==> src/sv/ukf_pkg.sv <==
// ukf_pkg: shared types, op and status codes for the unique-key queue
// no dependencies; compiled first
package ukf_pkg;

    localparam int DEPTH_DEFAULT = 16;

    localparam int OP_W     = 3;
    localparam int ID_W     = 16;
    localparam int RES_W    = 16;
    localparam int STATUS_W = 3;
    localparam int OCC_W    = 5;

    localparam logic [OP_W-1:0] OP_ENQUEUE  = 3'd0;
    localparam logic [OP_W-1:0] OP_DEQUEUE  = 3'd1;
    localparam logic [OP_W-1:0] OP_PEEK     = 3'd2;
    localparam logic [OP_W-1:0] OP_REMOVE   = 3'd3;
    localparam logic [OP_W-1:0] OP_CONTAINS = 3'd4;

    localparam logic [STATUS_W-1:0] ST_OK        = 3'd0;
    localparam logic [STATUS_W-1:0] ST_INVALID   = 3'd1;
    localparam logic [STATUS_W-1:0] ST_DUPLICATE = 3'd2;
    localparam logic [STATUS_W-1:0] ST_FULL      = 3'd3;
    localparam logic [STATUS_W-1:0] ST_EMPTY     = 3'd4;
    localparam logic [STATUS_W-1:0] ST_NOT_FOUND = 3'd5;

    typedef struct packed {
        logic [ID_W-1:0]  id;
        logic [RES_W-1:0] resource;
    } entry_t;

endpackage

==> src/sv/ukf_req_if.sv <==
// ukf_req_if: request channel, valid/ready plus one request beat
// depends on ukf_pkg
interface ukf_req_if;
    logic                        valid;
    logic                        ready;
    logic [ukf_pkg::OP_W-1:0]    op;
    logic [ukf_pkg::ID_W-1:0]    entry_id;
    logic [ukf_pkg::RES_W-1:0]   entry_resource;

    modport source (output valid, output op, output entry_id, output entry_resource,
                    input ready);
    modport sink   (input valid, input op, input entry_id, input entry_resource,
                    output ready);
endinterface

==> src/sv/ukf_rsp_if.sv <==
// ukf_rsp_if: response channel, valid/ready plus one result beat
// depends on ukf_pkg
interface ukf_rsp_if;
    logic                          valid;
    logic                          ready;
    logic [ukf_pkg::STATUS_W-1:0]  status;
    logic                          found;
    logic [ukf_pkg::ID_W-1:0]      head_id;
    logic [ukf_pkg::RES_W-1:0]     head_resource;
    logic [ukf_pkg::OCC_W-1:0]     occupancy;

    modport source (output valid, output status, output found, output head_id,
                    output head_resource, output occupancy, input ready);
    modport sink   (input valid, input status, input found, input head_id,
                    input head_resource, input occupancy, output ready);
endinterface

==> src/sv/unique_key_fifo_with_removal_core.sv <==
// unique_key_fifo_with_removal_core: ordered queue of unique ids with removal by id
// depends on ukf_pkg, ukf_req_if, ukf_rsp_if, ukf_store
//
// usage
//   req carries one operation per beat: enqueue, dequeue, peek, remove by id or
//   contains. rsp returns exactly one result beat per request, in order.
//   entries live in a memory in queue order, slot 0 the head. a sequencer walks
//   that memory through its single read port: a scan compares one stored id per
//   cycle, and closing a gap moves one entry per cycle (read ahead, write behind).
//   steps, by op:
//     rejected/invalid ops and empty dequeue/peek : straight to the result register
//     peek                                      : head read
//     enqueue, contains                         : scan of the queued ids
//     remove                                    : scan, then shift
//     dequeue                                   : head read, then shift
//   one request is in flight at a time; req.ready is high only while idle, so a
//   new request is taken only once the sequencer is through with the last one.
//   the result register decouples rsp: a new request is taken while the last
//   result still waits, and a finished result waits for rsp.ready, while the last
//   one is still held, before the sequencer goes idle again.
//   reset empties the queue and drops any pending result; memory content is not
//   cleared since only slots below the fill count are ever used.
module unique_key_fifo_with_removal_core #(
    parameter int DEPTH = ukf_pkg::DEPTH_DEFAULT
) (
    input  logic         clk,
    input  logic         rst_n,
    ukf_req_if.sink      req,
    ukf_rsp_if.source    rsp
);

    localparam int AW = $clog2(DEPTH);
    localparam int CW = $clog2(DEPTH + 1);

    localparam logic [2:0] S_IDLE  = 3'd0;
    localparam logic [2:0] S_HEAD  = 3'd1;
    localparam logic [2:0] S_SCAN  = 3'd2;
    localparam logic [2:0] S_SHIFT = 3'd3;
    localparam logic [2:0] S_FIN   = 3'd4;

    logic [2:0]                    state_reg, state_next;
    logic [ukf_pkg::OP_W-1:0]      op_reg, op_next;
    logic [ukf_pkg::ID_W-1:0]      id_reg, id_next;
    logic [ukf_pkg::RES_W-1:0]     res_reg, res_next;
    logic [CW-1:0]                 count_reg, count_next;
    logic [CW-1:0]                 idx_reg, idx_next;
    logic [CW-1:0]                 wr_idx_reg, wr_idx_next;
    logic                          pend_reg, pend_next;
    logic [ukf_pkg::STATUS_W-1:0]  status_reg, status_next;
    logic                          found_reg, found_next;
    ukf_pkg::entry_t               head_reg, head_next;

    logic                          out_valid_reg, out_valid_next;
    logic [ukf_pkg::STATUS_W-1:0]  out_status_reg;
    logic                          out_found_reg;
    ukf_pkg::entry_t               out_head_reg;
    logic [ukf_pkg::OCC_W-1:0]     out_occ_reg;
    logic                          out_load;

    logic                          mem_wr_en;
    logic [AW-1:0]                 mem_wr_addr;
    ukf_pkg::entry_t               mem_wr_data;
    logic [AW-1:0]                 mem_rd_addr;
    ukf_pkg::entry_t               mem_rd_data;

    logic                          hit;

    ukf_store #(
        .DEPTH (DEPTH)
    ) u_store (
        .clk     (clk),
        .wr_en   (mem_wr_en),
        .wr_addr (mem_wr_addr),
        .wr_data (mem_wr_data),
        .rd_addr (mem_rd_addr),
        .rd_data (mem_rd_data)
    );

    assign hit = pend_reg && (mem_rd_data.id == id_reg);

    always_comb
    begin
        state_next  = state_reg;
        op_next     = op_reg;
        id_next     = id_reg;
        res_next    = res_reg;
        count_next  = count_reg;
        idx_next    = idx_reg;
        wr_idx_next = wr_idx_reg;
        pend_next   = pend_reg;
        status_next = status_reg;
        found_next  = found_reg;
        head_next   = head_reg;
        mem_wr_en   = 1'b0;
        mem_wr_addr = wr_idx_reg[AW-1:0];
        mem_wr_data = mem_rd_data;
        mem_rd_addr = idx_reg[AW-1:0];
        out_load    = 1'b0;

        unique case (state_reg)
            S_IDLE:
            begin
                if (req.valid)
                begin
                    op_next     = req.op;
                    id_next     = req.entry_id;
                    res_next    = req.entry_resource;
                    status_next = ukf_pkg::ST_OK;
                    found_next  = 1'b0;
                    head_next   = '0;
                    idx_next    = '0;
                    pend_next   = 1'b0;
                    case (req.op) inside
                        ukf_pkg::OP_ENQUEUE:
                        begin
                            if (req.entry_id == '0 || req.entry_resource == '0)
                            begin
                                status_next = ukf_pkg::ST_INVALID;
                                state_next  = S_FIN;
                            end
                            else
                            begin
                                state_next = S_SCAN;
                            end
                        end
                        ukf_pkg::OP_DEQUEUE, ukf_pkg::OP_PEEK:
                        begin
                            if (count_reg == '0)
                            begin
                                status_next = ukf_pkg::ST_EMPTY;
                                state_next  = S_FIN;
                            end
                            else
                            begin
                                state_next = S_HEAD;
                            end
                        end
                        ukf_pkg::OP_REMOVE:
                        begin
                            state_next = S_SCAN;
                        end
                        ukf_pkg::OP_CONTAINS:
                        begin
                            state_next = (req.entry_id == '0) ? S_FIN : S_SCAN;
                        end
                        default:
                        begin
                            status_next = ukf_pkg::ST_INVALID;
                            state_next  = S_FIN;
                        end
                    endcase
                end
            end

            S_HEAD:
            begin
                mem_rd_addr = '0;
                if (!pend_reg)
                begin
                    pend_next = 1'b1;
                end
                else
                begin
                    head_next = mem_rd_data;
                    pend_next = 1'b0;
                    if (op_reg == ukf_pkg::OP_PEEK)
                    begin
                        state_next = S_FIN;
                    end
                    else
                    begin
                        idx_next    = CW'(1);
                        wr_idx_next = '0;
                        state_next  = S_SHIFT;
                    end
                end
            end

            S_SCAN:
            begin
                if (hit)
                begin
                    pend_next = 1'b0;
                    case (op_reg)
                        ukf_pkg::OP_ENQUEUE:
                        begin
                            status_next = ukf_pkg::ST_DUPLICATE;
                            state_next  = S_FIN;
                        end
                        ukf_pkg::OP_REMOVE:
                        begin
                            // idx already points past the match: shift starts there
                            wr_idx_next = idx_reg - CW'(1);
                            state_next  = S_SHIFT;
                        end
                        default:
                        begin
                            found_next = 1'b1;
                            state_next = S_FIN;
                        end
                    endcase
                end
                else if (idx_reg == count_reg)
                begin
                    pend_next = 1'b0;
                    state_next = S_FIN;
                    case (op_reg)
                        ukf_pkg::OP_ENQUEUE:
                        begin
                            if (count_reg == CW'(DEPTH))
                            begin
                                status_next = ukf_pkg::ST_FULL;
                            end
                            else
                            begin
                                mem_wr_en          = 1'b1;
                                mem_wr_addr        = count_reg[AW-1:0];
                                mem_wr_data.id       = id_reg;
                                mem_wr_data.resource = res_reg;
                                count_next         = count_reg + CW'(1);
                            end
                        end
                        ukf_pkg::OP_REMOVE:
                        begin
                            status_next = ukf_pkg::ST_NOT_FOUND;
                        end
                        default:
                        begin
                            found_next = 1'b0;
                        end
                    endcase
                end
                else
                begin
                    idx_next  = idx_reg + CW'(1);
                    pend_next = 1'b1;
                end
            end

            S_SHIFT:
            begin
                // read slot idx, write the previous beat one slot lower
                if (pend_reg)
                begin
                    mem_wr_en   = 1'b1;
                    wr_idx_next = wr_idx_reg + CW'(1);
                end
                if (idx_reg < count_reg)
                begin
                    idx_next  = idx_reg + CW'(1);
                    pend_next = 1'b1;
                end
                else
                begin
                    pend_next = 1'b0;
                    if (!pend_reg)
                    begin
                        count_next = count_reg - CW'(1);
                        state_next = S_FIN;
                    end
                end
            end

            S_FIN:
            begin
                if (!out_valid_reg || rsp.ready)
                begin
                    out_load   = 1'b1;
                    state_next = S_IDLE;
                end
            end

            default:
            begin
                state_next = S_IDLE;
            end
        endcase
    end

    always_comb
    begin
        out_valid_next = out_valid_reg;
        if (out_load)
        begin
            out_valid_next = 1'b1;
        end
        else if (rsp.ready)
        begin
            out_valid_next = 1'b0;
        end
    end

    always_ff @(posedge clk or negedge rst_n)
    begin
        if (!rst_n)
        begin
            state_reg     <= S_IDLE;
            count_reg     <= '0;
            idx_reg       <= '0;
            wr_idx_reg    <= '0;
            pend_reg      <= 1'b0;
            out_valid_reg <= 1'b0;
        end
        else
        begin
            state_reg     <= state_next;
            count_reg     <= count_next;
            idx_reg       <= idx_next;
            wr_idx_reg    <= wr_idx_next;
            pend_reg      <= pend_next;
            out_valid_reg <= out_valid_next;
        end
    end

    always_ff @(posedge clk)
    begin
        op_reg     <= op_next;
        id_reg     <= id_next;
        res_reg    <= res_next;
        status_reg <= status_next;
        found_reg  <= found_next;
        head_reg   <= head_next;
        if (out_load)
        begin
            out_status_reg <= status_reg;
            out_found_reg  <= found_reg;
            out_head_reg   <= head_reg;
            out_occ_reg    <= ukf_pkg::OCC_W'(count_reg);
        end
    end

    assign req.ready         = (state_reg == S_IDLE);
    assign rsp.valid         = out_valid_reg;
    assign rsp.status        = out_status_reg;
    assign rsp.found         = out_found_reg;
    assign rsp.head_id       = out_head_reg.id;
    assign rsp.head_resource = out_head_reg.resource;
    assign rsp.occupancy     = out_occ_reg;

endmodule

==> src/sv/ukf_store.sv <==
// ukf_store: entry memory, one write port and one registered read port
// depends on ukf_pkg (entry_t)
module ukf_store #(
    parameter int DEPTH = ukf_pkg::DEPTH_DEFAULT
) (
    input  logic                      clk,
    input  logic                      wr_en,
    input  logic [$clog2(DEPTH)-1:0]  wr_addr,
    input  ukf_pkg::entry_t           wr_data,
    input  logic [$clog2(DEPTH)-1:0]  rd_addr,
    output ukf_pkg::entry_t           rd_data
);

    ukf_pkg::entry_t mem [DEPTH];
    ukf_pkg::entry_t rd_data_reg;

    always_ff @(posedge clk)
    begin
        if (wr_en)
        begin
            mem[wr_addr] <= wr_data;
        end
        rd_data_reg <= mem[rd_addr];
    end

    assign rd_data = rd_data_reg;

endmodule

==> src/flat_wrapper.sv <==
// flat-port wrapper written by rule: the top's interface ports become plain ports
module unique_key_fifo_with_removal_core_flat 
#(
    parameter int DEPTH = ukf_pkg::DEPTH_DEFAULT
)
  (clk, rst_n, req_valid, req_op, req_entry_id, req_entry_resource, req_ready, rsp_valid, rsp_status, rsp_found, rsp_head_id, rsp_head_resource, rsp_occupancy, rsp_ready);
  ukf_req_if req_i ();
  ukf_rsp_if rsp_i ();
  input  logic clk;
  input  logic rst_n;
  input wire logic [$bits(req_i.valid)-1:0] req_valid;
  input wire logic [$bits(req_i.op)-1:0] req_op;
  input wire logic [$bits(req_i.entry_id)-1:0] req_entry_id;
  input wire logic [$bits(req_i.entry_resource)-1:0] req_entry_resource;
  output wire logic [$bits(req_i.ready)-1:0] req_ready;
  output wire logic [$bits(rsp_i.valid)-1:0] rsp_valid;
  output wire logic [$bits(rsp_i.status)-1:0] rsp_status;
  output wire logic [$bits(rsp_i.found)-1:0] rsp_found;
  output wire logic [$bits(rsp_i.head_id)-1:0] rsp_head_id;
  output wire logic [$bits(rsp_i.head_resource)-1:0] rsp_head_resource;
  output wire logic [$bits(rsp_i.occupancy)-1:0] rsp_occupancy;
  input wire logic [$bits(rsp_i.ready)-1:0] rsp_ready;
  assign req_i.valid = req_valid;
  assign req_i.op = req_op;
  assign req_i.entry_id = req_entry_id;
  assign req_i.entry_resource = req_entry_resource;
  assign req_ready = req_i.ready;
  assign rsp_valid = rsp_i.valid;
  assign rsp_status = rsp_i.status;
  assign rsp_found = rsp_i.found;
  assign rsp_head_id = rsp_i.head_id;
  assign rsp_head_resource = rsp_i.head_resource;
  assign rsp_occupancy = rsp_i.occupancy;
  assign rsp_i.ready = rsp_ready;
  unique_key_fifo_with_removal_core #(.DEPTH(DEPTH)) u_core (.clk(clk), .rst_n(rst_n), .req(req_i), .rsp(rsp_i));
endmodule
==> config.mk <==
export PLATFORM = sky130hd
export DESIGN_NAME = unique_key_fifo_with_removal_core_flat
export DESIGN_NICKNAME = d
export VERILOG_FILES = /design/src/sv/ukf_pkg.sv /design/src/sv/ukf_req_if.sv /design/src/sv/ukf_rsp_if.sv /design/src/sv/unique_key_fifo_with_removal_core.sv /design/src/sv/ukf_store.sv /design/src/flat_wrapper.sv
export SDC_FILE = /design/constraint.sdc
export NUM_CORES = 1
export LEC_CHECK = 0
export ABC_AREA = 1
export ABC_CLOCK_PERIOD_IN_PS = 3710
export BUFFER_PORTS_ARGS = -buffer_cell sky130_fd_sc_hd__buf_2
export CAP_MARGIN = 15
export CELL_PAD_IN_SITES_DETAIL_PLACEMENT = 2
export CELL_PAD_IN_SITES_GLOBAL_PLACEMENT = 2
export CORE_AREA = 10 10 271 273
export DETAILED_ROUTE_END_ITERATION = 16
export DIE_AREA = 0 0 281 283
export PLACE_DENSITY = 0.84
export RECOVER_POWER = 25
export SYNTH_ARGS = -nofsm -noshare
export SYNTH_HDL_FRONTEND = slang
export SYNTH_SLANG_ARGS = --single-unit
export TNS_END_PERCENT = 100
==> constraint.sdc <==
create_clock -name clk -period 3.71 [get_ports clk]
set_input_delay 0.371 -clock clk [delete_from_list [all_inputs] [get_ports clk]]
set_output_delay 0.371 -clock clk [all_outputs]
set_load 0.02 [all_outputs]
# ---- After elaboration in Yosys (flattened, before gate mapping)
# Memories as Yosys holds them, arrays and structs flattened. A register that Yosys moved wholly into a read port is not among the register bits.
# Index checks and enable logic that the tools add are counted.
dict set report totals {
  reg_bits 132
  n_memories 1
  in_bits 39
  output_inout_bits 43
  mem_bits_rw 512
}
# memory words word_bits read_ports rd_ports_with_merged_regs wr line
set mem_list {}
lappend mem_list {u_core.u_store.mem 16 32 1 1 1 ukf_store.sv:14} ;# ukf_pkg::entry_t mem [DEPTH];
dict set report classes {
  add_sub_neg 5
  n_lt_le_gt_ge 1
  n_eq_ne 34
  reduce_logical 27
  n_mux 87
}
# cell n
set ops {}
lappend ops {{$mux 32} 7}
lappend ops {{$mux 5} 17}
lappend ops {{$mux 3} 25}
lappend ops {{$pmux 32 s2} 1}
lappend ops {{$logic_not 16->1} 2}
lappend ops {{$mux 4} 6}
lappend ops {{$mux 1} 22}
lappend ops {{$pmux 5 s4} 1}
lappend ops {{$eq 3x2->1 const B} 6}
lappend ops {{$ne 2x2->1 const B} 9}
lappend ops {{$reduce_and 6->1} 3}
lappend ops {{$eq 16x16->1} 1}
lappend ops {{$add 5x1->5 const B} 3}
lappend ops {{$pmux 3 s5} 1}
lappend ops {{$pmux 5 s3} 1}
lappend ops {{$reduce_and 7->1} 2}
lappend ops {{$ne 2x1->1 const B} 6}
lappend ops {{$pmux 3 s2} 2}
lappend ops {{$pmux 5 s2} 1}
lappend ops {{$sub 5x1->5 const B} 2}
lappend ops {{$logic_not 3->1} 3}
lappend ops {{$ne 3x3->1 const B} 3}
lappend ops {{$reduce_bool 2->1} 4}
lappend ops {{$eq 3x1->1 const B} 2}
lappend ops {{other kinds (19)} 24}

# ---- Logic depth before layout (Yosys ltp)
# Gate-level depths: netlist of the first run.
dict set report depth {
  ltp_word 8
  ltp_mapped 13
  mapped_depth_nobuf 12
}

# ---- By module
# A second synthesis of the first run with hierarchy kept.
dict set report hier_totals {
  hier_cells 2795
  area_unflattened_um2 29076.6
}
# mod seq_area_each_um2 area_each_um2 instances cells_per_inst
set by_module_without_submodules {}
lappend by_module_without_submodules {ukf_store 16015.4 22731.8 1 2122}
lappend by_module_without_submodules {unique_key_fifo_with_removal_core 3838.7 6344.8 1 673}

# ---- Worst setup path after synthesis of the first run
# Ideal clock, no wire load.
dict set report synth_timing {
  path_kind {reg-to-reg}
  startpoint {reg u_core.idx_reg[0]}
  endpoint {mem u_core.u_store.mem[0][0] (netlist name), enable pin}
  stages_incl_launch_ff 11
  required_time_ns 3.289
  period_less_slack_ns 3.694
  setup_ns 0.421
  slack_ns 0.016
  t_arrival_ns 3.273
  cell_sequence {dfrtp_1 -> buf_4 -> inv_1 -> ha_1 -> nand2_2 -> nor3_4 -> nand3_2 -> buf_6 -> nand2_1 -> nand3_2 -> nor2_1}
}
dict set report synth_via {
  elab_chain_len 6
  elab_cells_between_ends 9
}
# item line
set synth_rtl {}
lappend synth_rtl {{from (decl)} unique_key_fifo_with_removal_core.sv:46} ;# logic [CW-1:0] idx_reg, idx_next;
lappend synth_rtl {{from (signal assigned)} unique_key_fifo_with_removal_core.sv:308} ;# idx_reg <= idx_next;
lappend synth_rtl {{$eq 5x5->1 *} unique_key_fifo_with_removal_core.sv:203} ;# else if (idx_reg == count_reg)
lappend synth_rtl {{$mux 1} unique_key_fifo_with_removal_core.sv:203}
lappend synth_rtl {{$mux 1} unique_key_fifo_with_removal_core.sv:181} ;# if (hit)
lappend synth_rtl {{$pmux 1 s2} unique_key_fifo_with_removal_core.sv:100} ;# unique case (state_reg)
lappend synth_rtl {{$mux 1} ukf_store.sv:19} ;# if (wr_en)
lappend synth_rtl {{$mux 1 (not written as such)} ukf_store.sv:21} ;# mem[wr_addr] <= wr_data;
lappend synth_rtl {{to (decl)} ukf_store.sv:14}
# Mark *: on every way between the ends. The rest lies on a longest branch, timed or not.

# ---- Worst setup path after layout of the first run
dict set report layout_timing {
  startpoint {reg u_core.count_reg[2]}
  endpoint {reg u_core.count_reg[3]}
}
dict set report layout_via {
  elab_chain_len 6
  elab_cells_between_ends 16
}
# item line
set layout_rtl {}
lappend layout_rtl {{from (decl)} unique_key_fifo_with_removal_core.sv:45} ;# logic [CW-1:0] count_reg, count_next;
lappend layout_rtl {{from (signal assigned)} unique_key_fifo_with_removal_core.sv:307} ;# count_reg <= count_next;
lappend layout_rtl {{$add 5x1->5} unique_key_fifo_with_removal_core.sv:220} ;# count_next = count_reg + CW'(1);
lappend layout_rtl {{$mux 5} unique_key_fifo_with_removal_core.sv:210} ;# if (count_reg == CW'(DEPTH))
lappend layout_rtl {{$mux 5} unique_key_fifo_with_removal_core.sv:207} ;# case (op_reg)
lappend layout_rtl {{$mux 5} unique_key_fifo_with_removal_core.sv:203}
lappend layout_rtl {{$mux 5} unique_key_fifo_with_removal_core.sv:181}
lappend layout_rtl {{$pmux 5 s2} unique_key_fifo_with_removal_core.sv:100}
# Several ways; a longest one is shown, not always the timed one. The select of a mux whose other input is x is not followed.
# A chain may end at the register's enable or synchronous reset.

==> results.toml, run 1 <==
[min_path]
hp-start = "req_op[2]"
min_path_cells = 1
min_to = "u_core.op_reg[2]"
hp-class = "in -> reg"

[floorplan]
fp-row-count = 96
die_height_um = 283
core_area_um2 = 68100
dieArea_um2 = 79500
ioPinCount = 82
die_x_um = 281
start_util_pct = 39.6

[cts]
clockBufferDepth = 3
clk-insertion-delay-late_ns = 0.67
clock_sinks = 675
numCtsBuffers = 71
root_buffer = "clkbuf_16"
clk_pin_slew_ns = 0.08
tritoncts = "built"
ctsHtreeMaxLevel = 3

[power_and_ir_drop]
power_switching_w = 0.00924
power.internal_w = 0.0153
cellPowerDensity_nw_per_um2 = 773
combPwrFrac_pct = 25.1
seqPwrFrac_pct = 43.4
swShare_pct = 37.7
p_clk_share_pct = 31.5
vdd_drop_max_mv = 0.480
p_leak_nw = 10.7

[grt]
grt_max_degree = 123
grt_pass1_vias = 22200
grt-ovfl-total = 0
grt_usage_pct = 29.6
grt_pass1_wl_um = 170000
antenna_found_initial = 10

[sta]
fin_tns_setup_ns = -86.70
slew_headroom_pct = -15.5
hold_viol_final = 0
worst_slack_ns = -0.734
fin_hold_ws_ns = 0.155
skew_ns = 0.0436
finalCriticalPeriod_ns = 4.44
tightest_slew_ns = 1.73
finalCritPeriodShare_pct = 120
setup_violations = 730
max_freq_ghz = 0.225
rsz0062_at_grt = "true"
slew_viol_final = 59

[logic_synthesis]
synthesis.area_um2 = 27000
ys_types = 42
seq_area_frac_synth_pct = 73.6
synthArstFlopShare_pct = 2.81
synth_top_family_by_area = "simple AND/OR/NAND/NOR gates"
synth_enable_flop_cells = 624
synthMuxAreaShare_pct = 0
synthAdderAreaFrac_pct = 0.584
synth.most_common_cell = "edfxtp_1"
synth.net_count = 2109
netlist_top_cells_count = "624 x edfxtp_1, 235 x nor2_1, 219 x o21ai_0, 210 x nand2_1, 127 x o211ai_1"
yosys.area_share.xor_xnor_pct = 0.260
synth_top_area_share_pct = 69.4
synth_compound_area_share_pct = 11.0
synthSimpleGateAreaFrac_pct = 11.1
syn_inst = 2058
yosys-top-cells-area = "edfxtp_1 69%, o21ai_0 4.1%, o211ai_1 3.5%, nor2_1 3.3%, nand2_1 2.9%"
syn_area_per_cell_um2 = 13.1
synth_top_area_cell = "edfxtp_1"
synth_warnings = 0
ys.flop_type = "edfxtp_1"
synth_seq_cells = 675

[outcome]
status = "finished, violations left"
violations = "capacitance limit, slew limit, setup timing"

[drt]
wl_met2_um = 62700
drc = 0
drt_pre_antenna_iters = 6
wl_met3_um = 13100
avgViaCountPerCell = 6.76
dr.first_iter.drc_count = 3395
vias = 21400
top_layer = "met5"
wl_met1_um = 45700
wl_per_cell_um = 41.8
wirelength_um = 133000
antenna_left = 0

[setup_path]
critPathArrivalTime_ns = 4.89
setup.worst_path.class = "reg -> reg"
reg2regPathDepth = 11
crit_family = "simple AND/OR/NAND/NOR gates"
cp_slowest_cell = "o21ai_0"
cpPeakStageDelay_ns = 1.06
path_max_fanout = 7
crit_required_ns = 4.16
cp-end-kind = "flop"
crit_buf_inv = 2
cp_cell_sequence = "inv_1, ha_1, nand2_1, nor2_2, nand2_2, nor3_4, buf_4, nor2_1, nor3_2, nand2_2, o21ai_0"
rrSetupSlack_ns = -0.73
timing.rr.end = "u_core.count_reg[3]"
crit_top_cell = "nand2_2"
start_kind = "flop"
rr_startpoint = "u_core.count_reg[2]"

[place]
hpwl_um = 60000
io_buffers = 81
gp_congestion = 0.858

[finish]
drive_gt1_share_pct = 15.5
largest_reg_flops = 512
fillCellCount = 6461
nets = 2278
syn2layout_area_growth_pct = 17.5

[run]
cap_violations = 3
-- metal layers --
| layer | track usage [%] | vias up |
|---|---|---|
| met4 | 20.8 | 6 |
| met1 | 33.6 | 10900 |
| met2 | 49.4 | 1931 |
| met3 | 6.11 | 667 |
| met5 | 0 | - |
| li1 | - | 7884 |
-- worst max path at each step --
stage / start / end / cells past startpoint
6_report: u_core.count_reg[2] / u_core.count_reg[3] / 11
5_1_grt: u_core.count_reg[2] / u_core.count_reg[3] / 11
4_1_cts: u_core.count_reg[4] / u_core.u_store.mem[7][12] / 12
3_5_place_dp: u_core.id_reg[8] / u_core.u_store.mem[4][1] / 8
3_3_place_gp: u_core.count_reg[1] / u_core.u_store.mem[1][24] / 12
2_1_floorplan: u_core.idx_reg[0] / u_core.u_store.mem[0][0] / 10
-- stage by stage --
step	setup WS, ns	std cells	instance area [um^2]	util (%)	power [W]
floorplan	0.0161	2058	27000	-	0.0132
global placement	0.506	2972	28900	42.5	0.0149
detailed placement	-0.0597	2972	28900	42.5	0.0156
CTS	-0.0348	3136	31600	46.3	0.0232
global route	-0.624	3166	31700	46.6	0.0248
finish	-0.734	3170	31700	46.6	0.0245
-- cell families (layout without fill, tap and decap cells) --
family          Yosys count  after routing
flops                   675            675
simple gates            666            666
xor+xnor                  8              8
buf+inv                 220            445
fa+ha+maj                12             12
compound gates          477            477
other cells               0              5
-- area by class of cell --
type | count | area [um^2] | share of cell area [%]
repair buffers | 212 | 1710 | 5.40
diodes | 5 | 12.5 | 0.0394
clock buffers | 98 | 1980 | 6.25
clock inverters | 31 | 265 | 0.836
flip-flops and latches | 675 | 19900 | 62.6
multi-input cells | 1163 | 6400 | 20.2
inverters | 104 | 394 | 1.24
well taps | 882 | 1100 | 3.48
-- repair_timing --
action                                  CTS  global route
pin swaps                                 0             7
endpoints found under the setup margin  141           426
buffers inserted                          0            23
endpoints found under the hold margin    53             1
resized for setup                         7             9
hold buffers                             35             1
-- layout by cell type (no fill, tap or decap), drive strengths merged, types with 2 or more instances in the layout --
cell           n
edfxtp       624
o21ai        260
nor2         239
nand2        215
clkbuf       179
o211ai       127
or2          114
inv          104
buf           95
nand3         79
o221ai        64
dlygate4sd3   36
dfxtp         32
clkinv        26
dfrtp         19
a21oi         14
nand4         13
ha            11
diode          5
xnor2          4
xor2           4
bufinv         4
nor3           4
o22ai          3
o31ai          2
o2111ai        2
a22oi          2
-- power by group through the flow --
stage / Sequential [W] / Combinational [W] / Clock (W)
6_report: 0.0106 / 0.00616 / 0.00774
5_1_grt: 0.0106 / 0.00627 / 0.00793
4_1_cts: 0.0105 / 0.00541 / 0.00729
3_5_place_dp: 0.0106 / 0.00504 / 0
3_3_place_gp: 0.0105 / 0.00445 / 0
2_1_floorplan: 0.0106 / 0.00259 / 0
Power figures use the tool's default switching activity.
==> run 2, diff against run 1 <==
ABC_CLOCK_PERIOD_IN_PS = 3800   (was 3710)
clock period = 3.8 ns   (was 3.71 ns; I/O delays follow)
==> run 2 against run 1 <==
The run now ends clean. Hold slack got worse by 0.017 ns. Cell count down 0.73%. Clock skew grew 0.0020 ns.
==> results.toml, run 2 (synthesized netlist as in run 1, its figures left out) <==
[place]
detailed_place.area_um2 = 29000
hpwl_um = 62600
dp_cells = 2983
io_buffers = 81
gp_congestion = 0.853

[sta]
tightest_slew_ns = 1.38
slew_viol_final = 0
skew_ns = 0.0455
setup_violations = 0
fin_tns_setup_ns = 0
hold_viol_final = 0
finalCriticalPeriod_ns = 3.79
slew_headroom_pct = 8.07
finalCritPeriodShare_pct = 99.7
max_freq_ghz = 0.264

[finish]
syn2layout_area_growth_pct = 17.2
largest_reg_flops = 512
final_cells = 3147
layout_common_cells = "624 x edfxtp_1, 220 x nor2_1, 220 x o21ai_0"
fin_area_um2 = 31600
final_common_cell = "edfxtp_1"
nets = 2259
drive_gt1_share_pct = 14.8
fin_util_pct = 46.4

[cts]
ctsHtreeMaxLevel = 3
numCtsBuffers = 70
tritoncts = "built"
clk_pin_slew_ns = 0.06
post_cts_buffers = 0
clock_sinks = 675
clk-insertion-delay-late_ns = 0.65
clockBufferDepth = 3
root_buffer = "clkbuf_16"

[drt]
wl_per_cell_um = 36.7
vias = 20000
antenna_left = 0
dr.first_iter.drc_count = 2309
drt_pre_antenna_iters = 7
avgViaCountPerCell = 6.34
wirelength_um = 115000
drc = 0

[floorplan]
die_height_um = 283
dieArea_um2 = 79500
ioPinCount = 82
fp-row-count = 96
start_util_pct = 39.6
core_area_um2 = 68100
die_x_um = 281

[grt]
antenna_found_initial = 4
grt-ovfl-total = 0
grt_usage_pct = 28.6
grt_max_degree = 91
grt_pass1_wl_um = 166000
grt_pass1_vias = 22000

[min_path]
hp-class = "in -> reg"
hp-start = "req_entry_id[6]"

[setup_path]
cp_slowest_cell = "dfrtp_1"
crit_top_cell = "nand2_1"
crit_required_ns = 4.09
path_max_fanout = 32
crit_buf_inv = 2
setup.worst_path.start = "u_core.count_reg[3]"
cp_cell_sequence = "inv_1, ha_1, nand2_1, nor2_2, nand2_2, nor3_4, nand3_4, nand2_1, nand3_2, nor2_4, buf_12"
crit_family = "simple AND/OR/NAND/NOR gates"
critPathArrivalTime_ns = 4.08
cp-end-kind = "flop"
cpPeakStageDelay_ns = 0.51
setup.worst_path.class = "reg -> reg"
start_kind = "flop"
rr_startpoint = "u_core.count_reg[3]"

[run]
cap_violations = 0

[power_and_ir_drop]
cellPowerDensity_nw_per_um2 = 736
p_leak_nw = 10.6
vdd_drop_max_mv = 0.337

[outcome]
status = "completed"
[run 2: changes by cell type in the layout (fill, tap and decap cells not counted), moves of 4 or more]
cell,change
buf_4,-18
bufinv_16,+6
clkinv_2,-6
o21ai_2,+6
diode_2,-4
o21ai_1,-4
[run 2: timing repair]
item / in CTS / in global routing
endpoints found under the hold margin: 53 / 0
endpoints found under the setup margin: 219 / 511
hold buffers: 35 / 0
resized for setup: 17 / 3
[run 2: final cells by class]
type	instances	area [um^2]
Multi-Input combinational cell	1163	6380
Fill cell	6468	36500
Clock buffer	97	1940
Antenna cell	1	2.50
Sequential cell	675	19900
Tap cell	882	1100
Timing Repair Buffer	194	1530
Clock inverter	31	427
Inverter	104	394
[run 2: metal layers]
layer  vias up  wire (um)  global-route usage (%)  share of wire [%]
li1       7853          -                       -                  -
met1     10300      40400                    31.7                 35
met2      1276      56700                    48.2                 49
met3       511       9260                    6.60                8.0
met4         6       8930                    19.9                7.7
met5         -         42                       0              0.036
[run 2: worst reg2reg max path: cells and delay by family, from the launching register on]
family                     cells  cell delay [ns]
and+or+nand+nor                8             2.16
adders and majority gates      1             0.31
buffers and inverters          2             0.48
DFF                            1             0.51
[run 2: path summary, 6_finish.rpt]
check | cells after the start | slack [ns] | endpoint
max in group asynchronous | 2 | 2.20 | u_core.idx_reg[0]
worst max-delay path | 11 | 0.01 | u_core.u_store.mem[4][10]
worst max register to register | 11 | 0.01 | u_core.u_store.mem[4][10]
worst min-delay path | 1 | 0.14 | u_core.id_reg[6]
min in group asynchronous | 2 | 0.60 | u_core.pend_reg
worst min register to register | 0 | 0.43 | u_core.rsp.head_resource[3]
[run 2: where the power goes]
| group | switching [W] | internal, W |
|---|---|---|
| clock | 0.00321 | 0.00427 |
| combinational | 0.00433 | 0.00117 |
| sequential | 0.000525 | 0.00978 |
| total | 0.00807 | 0.0152 |
[run 2: through the flow]
| step | hold slack (ns) | total power [W] | worst slack, ns |
|---|---|---|---|
| floorplan | 0.0844 | 0.0129 | 0.106 |
| global placement | 0.374 | 0.0146 | 0.448 |
| detailed placement | 0.388 | 0.0153 | -0.181 |
| CTS | 0.00643 | 0.0231 | 0.0124 |
| global route | 0.112 | 0.0239 | -0.0415 |
| finish | 0.138 | 0.0233 | 0.0118 |
==> run 3, diff against run 2 <==
CORE_AREA = 10 10 311 313   (was 10 10 271 273)
DIE_AREA = 0 0 321 323   (was 0 0 281 283)
PLACE_DENSITY = 0.68   (was 0.84)
==> run 3 against run 2 <==
Count of clock-buffer cells in the layout is 7 higher. First-iteration DRC count is 40% lower. Fmax is 6.8% higher. Critical path depth stayed put. Total power is 4.5% lower. Cell area is 0.92% higher. Register-to-register slack better by 0.24 ns. The run now ends with capacitance limit, slew limit left. Largest power group unchanged. Wire length is 21% lower. Combinational power is 9.1% lower. Via count is 10% lower. Utilization is 11 points lower.
==> results.toml, run 3 (synthesized netlist as in run 1, its figures left out) <==
[outcome]
status = "finished, violations left"
violations = "capacitance limit, slew limit"

[finish]
final_common_cell = "edfxtp_1"
nets = 2260
fin_area_um2 = 31900
drive_gt1_share_pct = 14.8
layout_common_cells = "624 x edfxtp_1, 226 x o21ai_0, 219 x nor2_1"
syn2layout_area_growth_pct = 18.3
largest_reg_flops = 512

[setup_path]
path_max_fanout = 16
cp_cell_sequence = "inv_1, ha_1, nand2_1, nor2_2, nand2_2, nor3_4, nand3_2, inv_2, buf_12, nand2_1, o21ai_1"
crit_family = "simple AND/OR/NAND/NOR gates"
rrSetupSlack_ns = 0.25
setup.worst_path.class = "reg -> reg"
crit_required_ns = 4.06
crit_buf_inv = 3
start_kind = "flop"
cpPeakStageDelay_ns = 0.54
cp_slowest_cell = "o21ai_1"
critPathArrivalTime_ns = 3.81
crit_top_cell = "nand2_1"
cp-end-kind = "flop"

[drt]
wirelength_um = 90900
antenna_left = 0
dr.first_iter.drc_count = 1388
avgViaCountPerCell = 5.17
vias = 17900
wl_per_cell_um = 26.3
drt_pre_antenna_iters = 5
drc = 0

[cts]
numCtsBuffers = 73
clock_sinks = 675
tritoncts = "built"
ctsHtreeMaxLevel = 3
clk_pin_slew_ns = 0.06
clockBufferDepth = 3
root_buffer = "clkbuf_16"
clk-insertion-delay-late_ns = 0.63

[sta]
finalCritPeriodShare_pct = 93.3
rsz0062_at_grt = "false"
slew_headroom_pct = -61.8
finalCriticalPeriod_ns = 3.55
setup_violations = 0
slew_viol_final = 27
fin_tns_setup_ns = 0
hold_viol_final = 0
max_freq_ghz = 0.282
skew_ns = 0.0271
tightest_slew_ns = 2.42

[floorplan]
core_area_um2 = 90800
dieArea_um2 = 104000
ioPinCount = 82
fp-row-count = 111
start_util_pct = 29.7
die_x_um = 321
die_height_um = 323

[grt]
met2_usage_pct = 30.5
grt_pass1_vias = 19700
grt_busiest_layer = "met2"
antenna_found_initial = 3
use_met3_pct = 3.23
grt_max_degree = 116
grt_usage_pct = 17.3
grt-ovfl-total = 0
grt_util_met1_pct = 20.2
grt_pass1_wl_um = 133000

[place]
hpwl_um = 54600
detailed_place.area_um2 = 29300
io_buffers = 81
gp_congestion = 0.827

[min_path]
hp-class = "in -> reg"

[power_and_ir_drop]
p_leak_nw = 10.6
vdd_drop_max_mv = 0.329
cellPowerDensity_nw_per_um2 = 697

[run]
cap_violations = 1
-- run 3: changes by cell type in the layout (fill, tap and decap cells not counted), moves of 4 or more --
cell       previous run  this run
bufinv_16            10         3
clkbuf_1            101        97
clkbuf_16            72        77
clkbuf_8              4        10
clkinv_2              9        16
o21ai_0             220       226
o21ai_1              26        30
o21ai_2              14         4
-- run 3: stage by stage --
step	instances	utilization, %	setup slack, ns	total power (W)	hold slack, ns
CTS	3452	35.3	0.131	0.0225	0.0141
floorplan	2058	-	0.106	0.0129	0.0844
finish	3457	35.1	0.254	0.0222	0.136
global route	3454	35.1	0.00232	0.0232	0.133
global placement	3282	32.3	0.504	0.0149	0.381
detailed placement	3282	32.3	0.205	0.0153	0.393
-- run 3: what timing repair did --
| item | in CTS | in global routing |
|---|---|---|
| hold buffers | 36 | 0 |
| endpoints found under the setup margin | 0 | 56 |
| hold endpoints to repair | 54 | 0 |
| buffers inserted | 0 | 0 |
| resized for setup | 0 | 4 |
-- run 3: worst register-to-register path, stage by stage (launching register included) --
cell and delay [ns]:
dfrtp_1 0.44, inv_1 0.13, ha_1 0.33, nand2_1 0.09, nor2_2 0.20, nand2_2 0.10, nor3_4 0.31, nand3_2 0.36
inv_2 0.42, buf_12 0.21, nand2_1 0.06, o21ai_1 0.54
-- run 3: worst paths after layout --
path | startpoint | cells past startpoint | end
worst max-delay path | u_core.count_reg[4] | 11 | u_core.u_store.mem[14][22]
min in group asynchronous | rst_n | 2 | u_core.state_reg[2]
worst max register to register | u_core.count_reg[4] | 11 | u_core.u_store.mem[14][22]
worst min-delay path | req_op[2] | 1 | u_core.op_reg[2]
max in group asynchronous | rst_n | 2 | u_core.idx_reg[0]
worst min register to register | u_core.head_reg[24] | 0 | u_core.rsp.head_id[8]
-- run 3: power breakdown --
part	switching [W]	leakage (nW)	total (W)	internal [W]
combinational	0.00386	3.28	0.00500	0.00114
sequential	0.000378	6.18	0.0102	0.00977
clock	0.00298	1.16	0.00709	0.00411
total	0.00723	10.6	0.0222	0.0150
-- run 3: cell type report --
class,instances,area [um^2]
sequential,675,19900
multi-input combinational,1163,6340
clock buffer,104,2130
clock inverter,30,228
tap,1186,1480
fill,9330,58900
timing repair buffer,192,1480
inverter,104,394
antenna,3,7.51
-- run 3: per-layer routing --
layer / up-vias / part of all wire [%]
li1: 7854 / -
met1: 9335 / 40
met2: 497 / 50
met3: 192 / 5.1
met4: 2 / 4.4
met5: - / 0.014
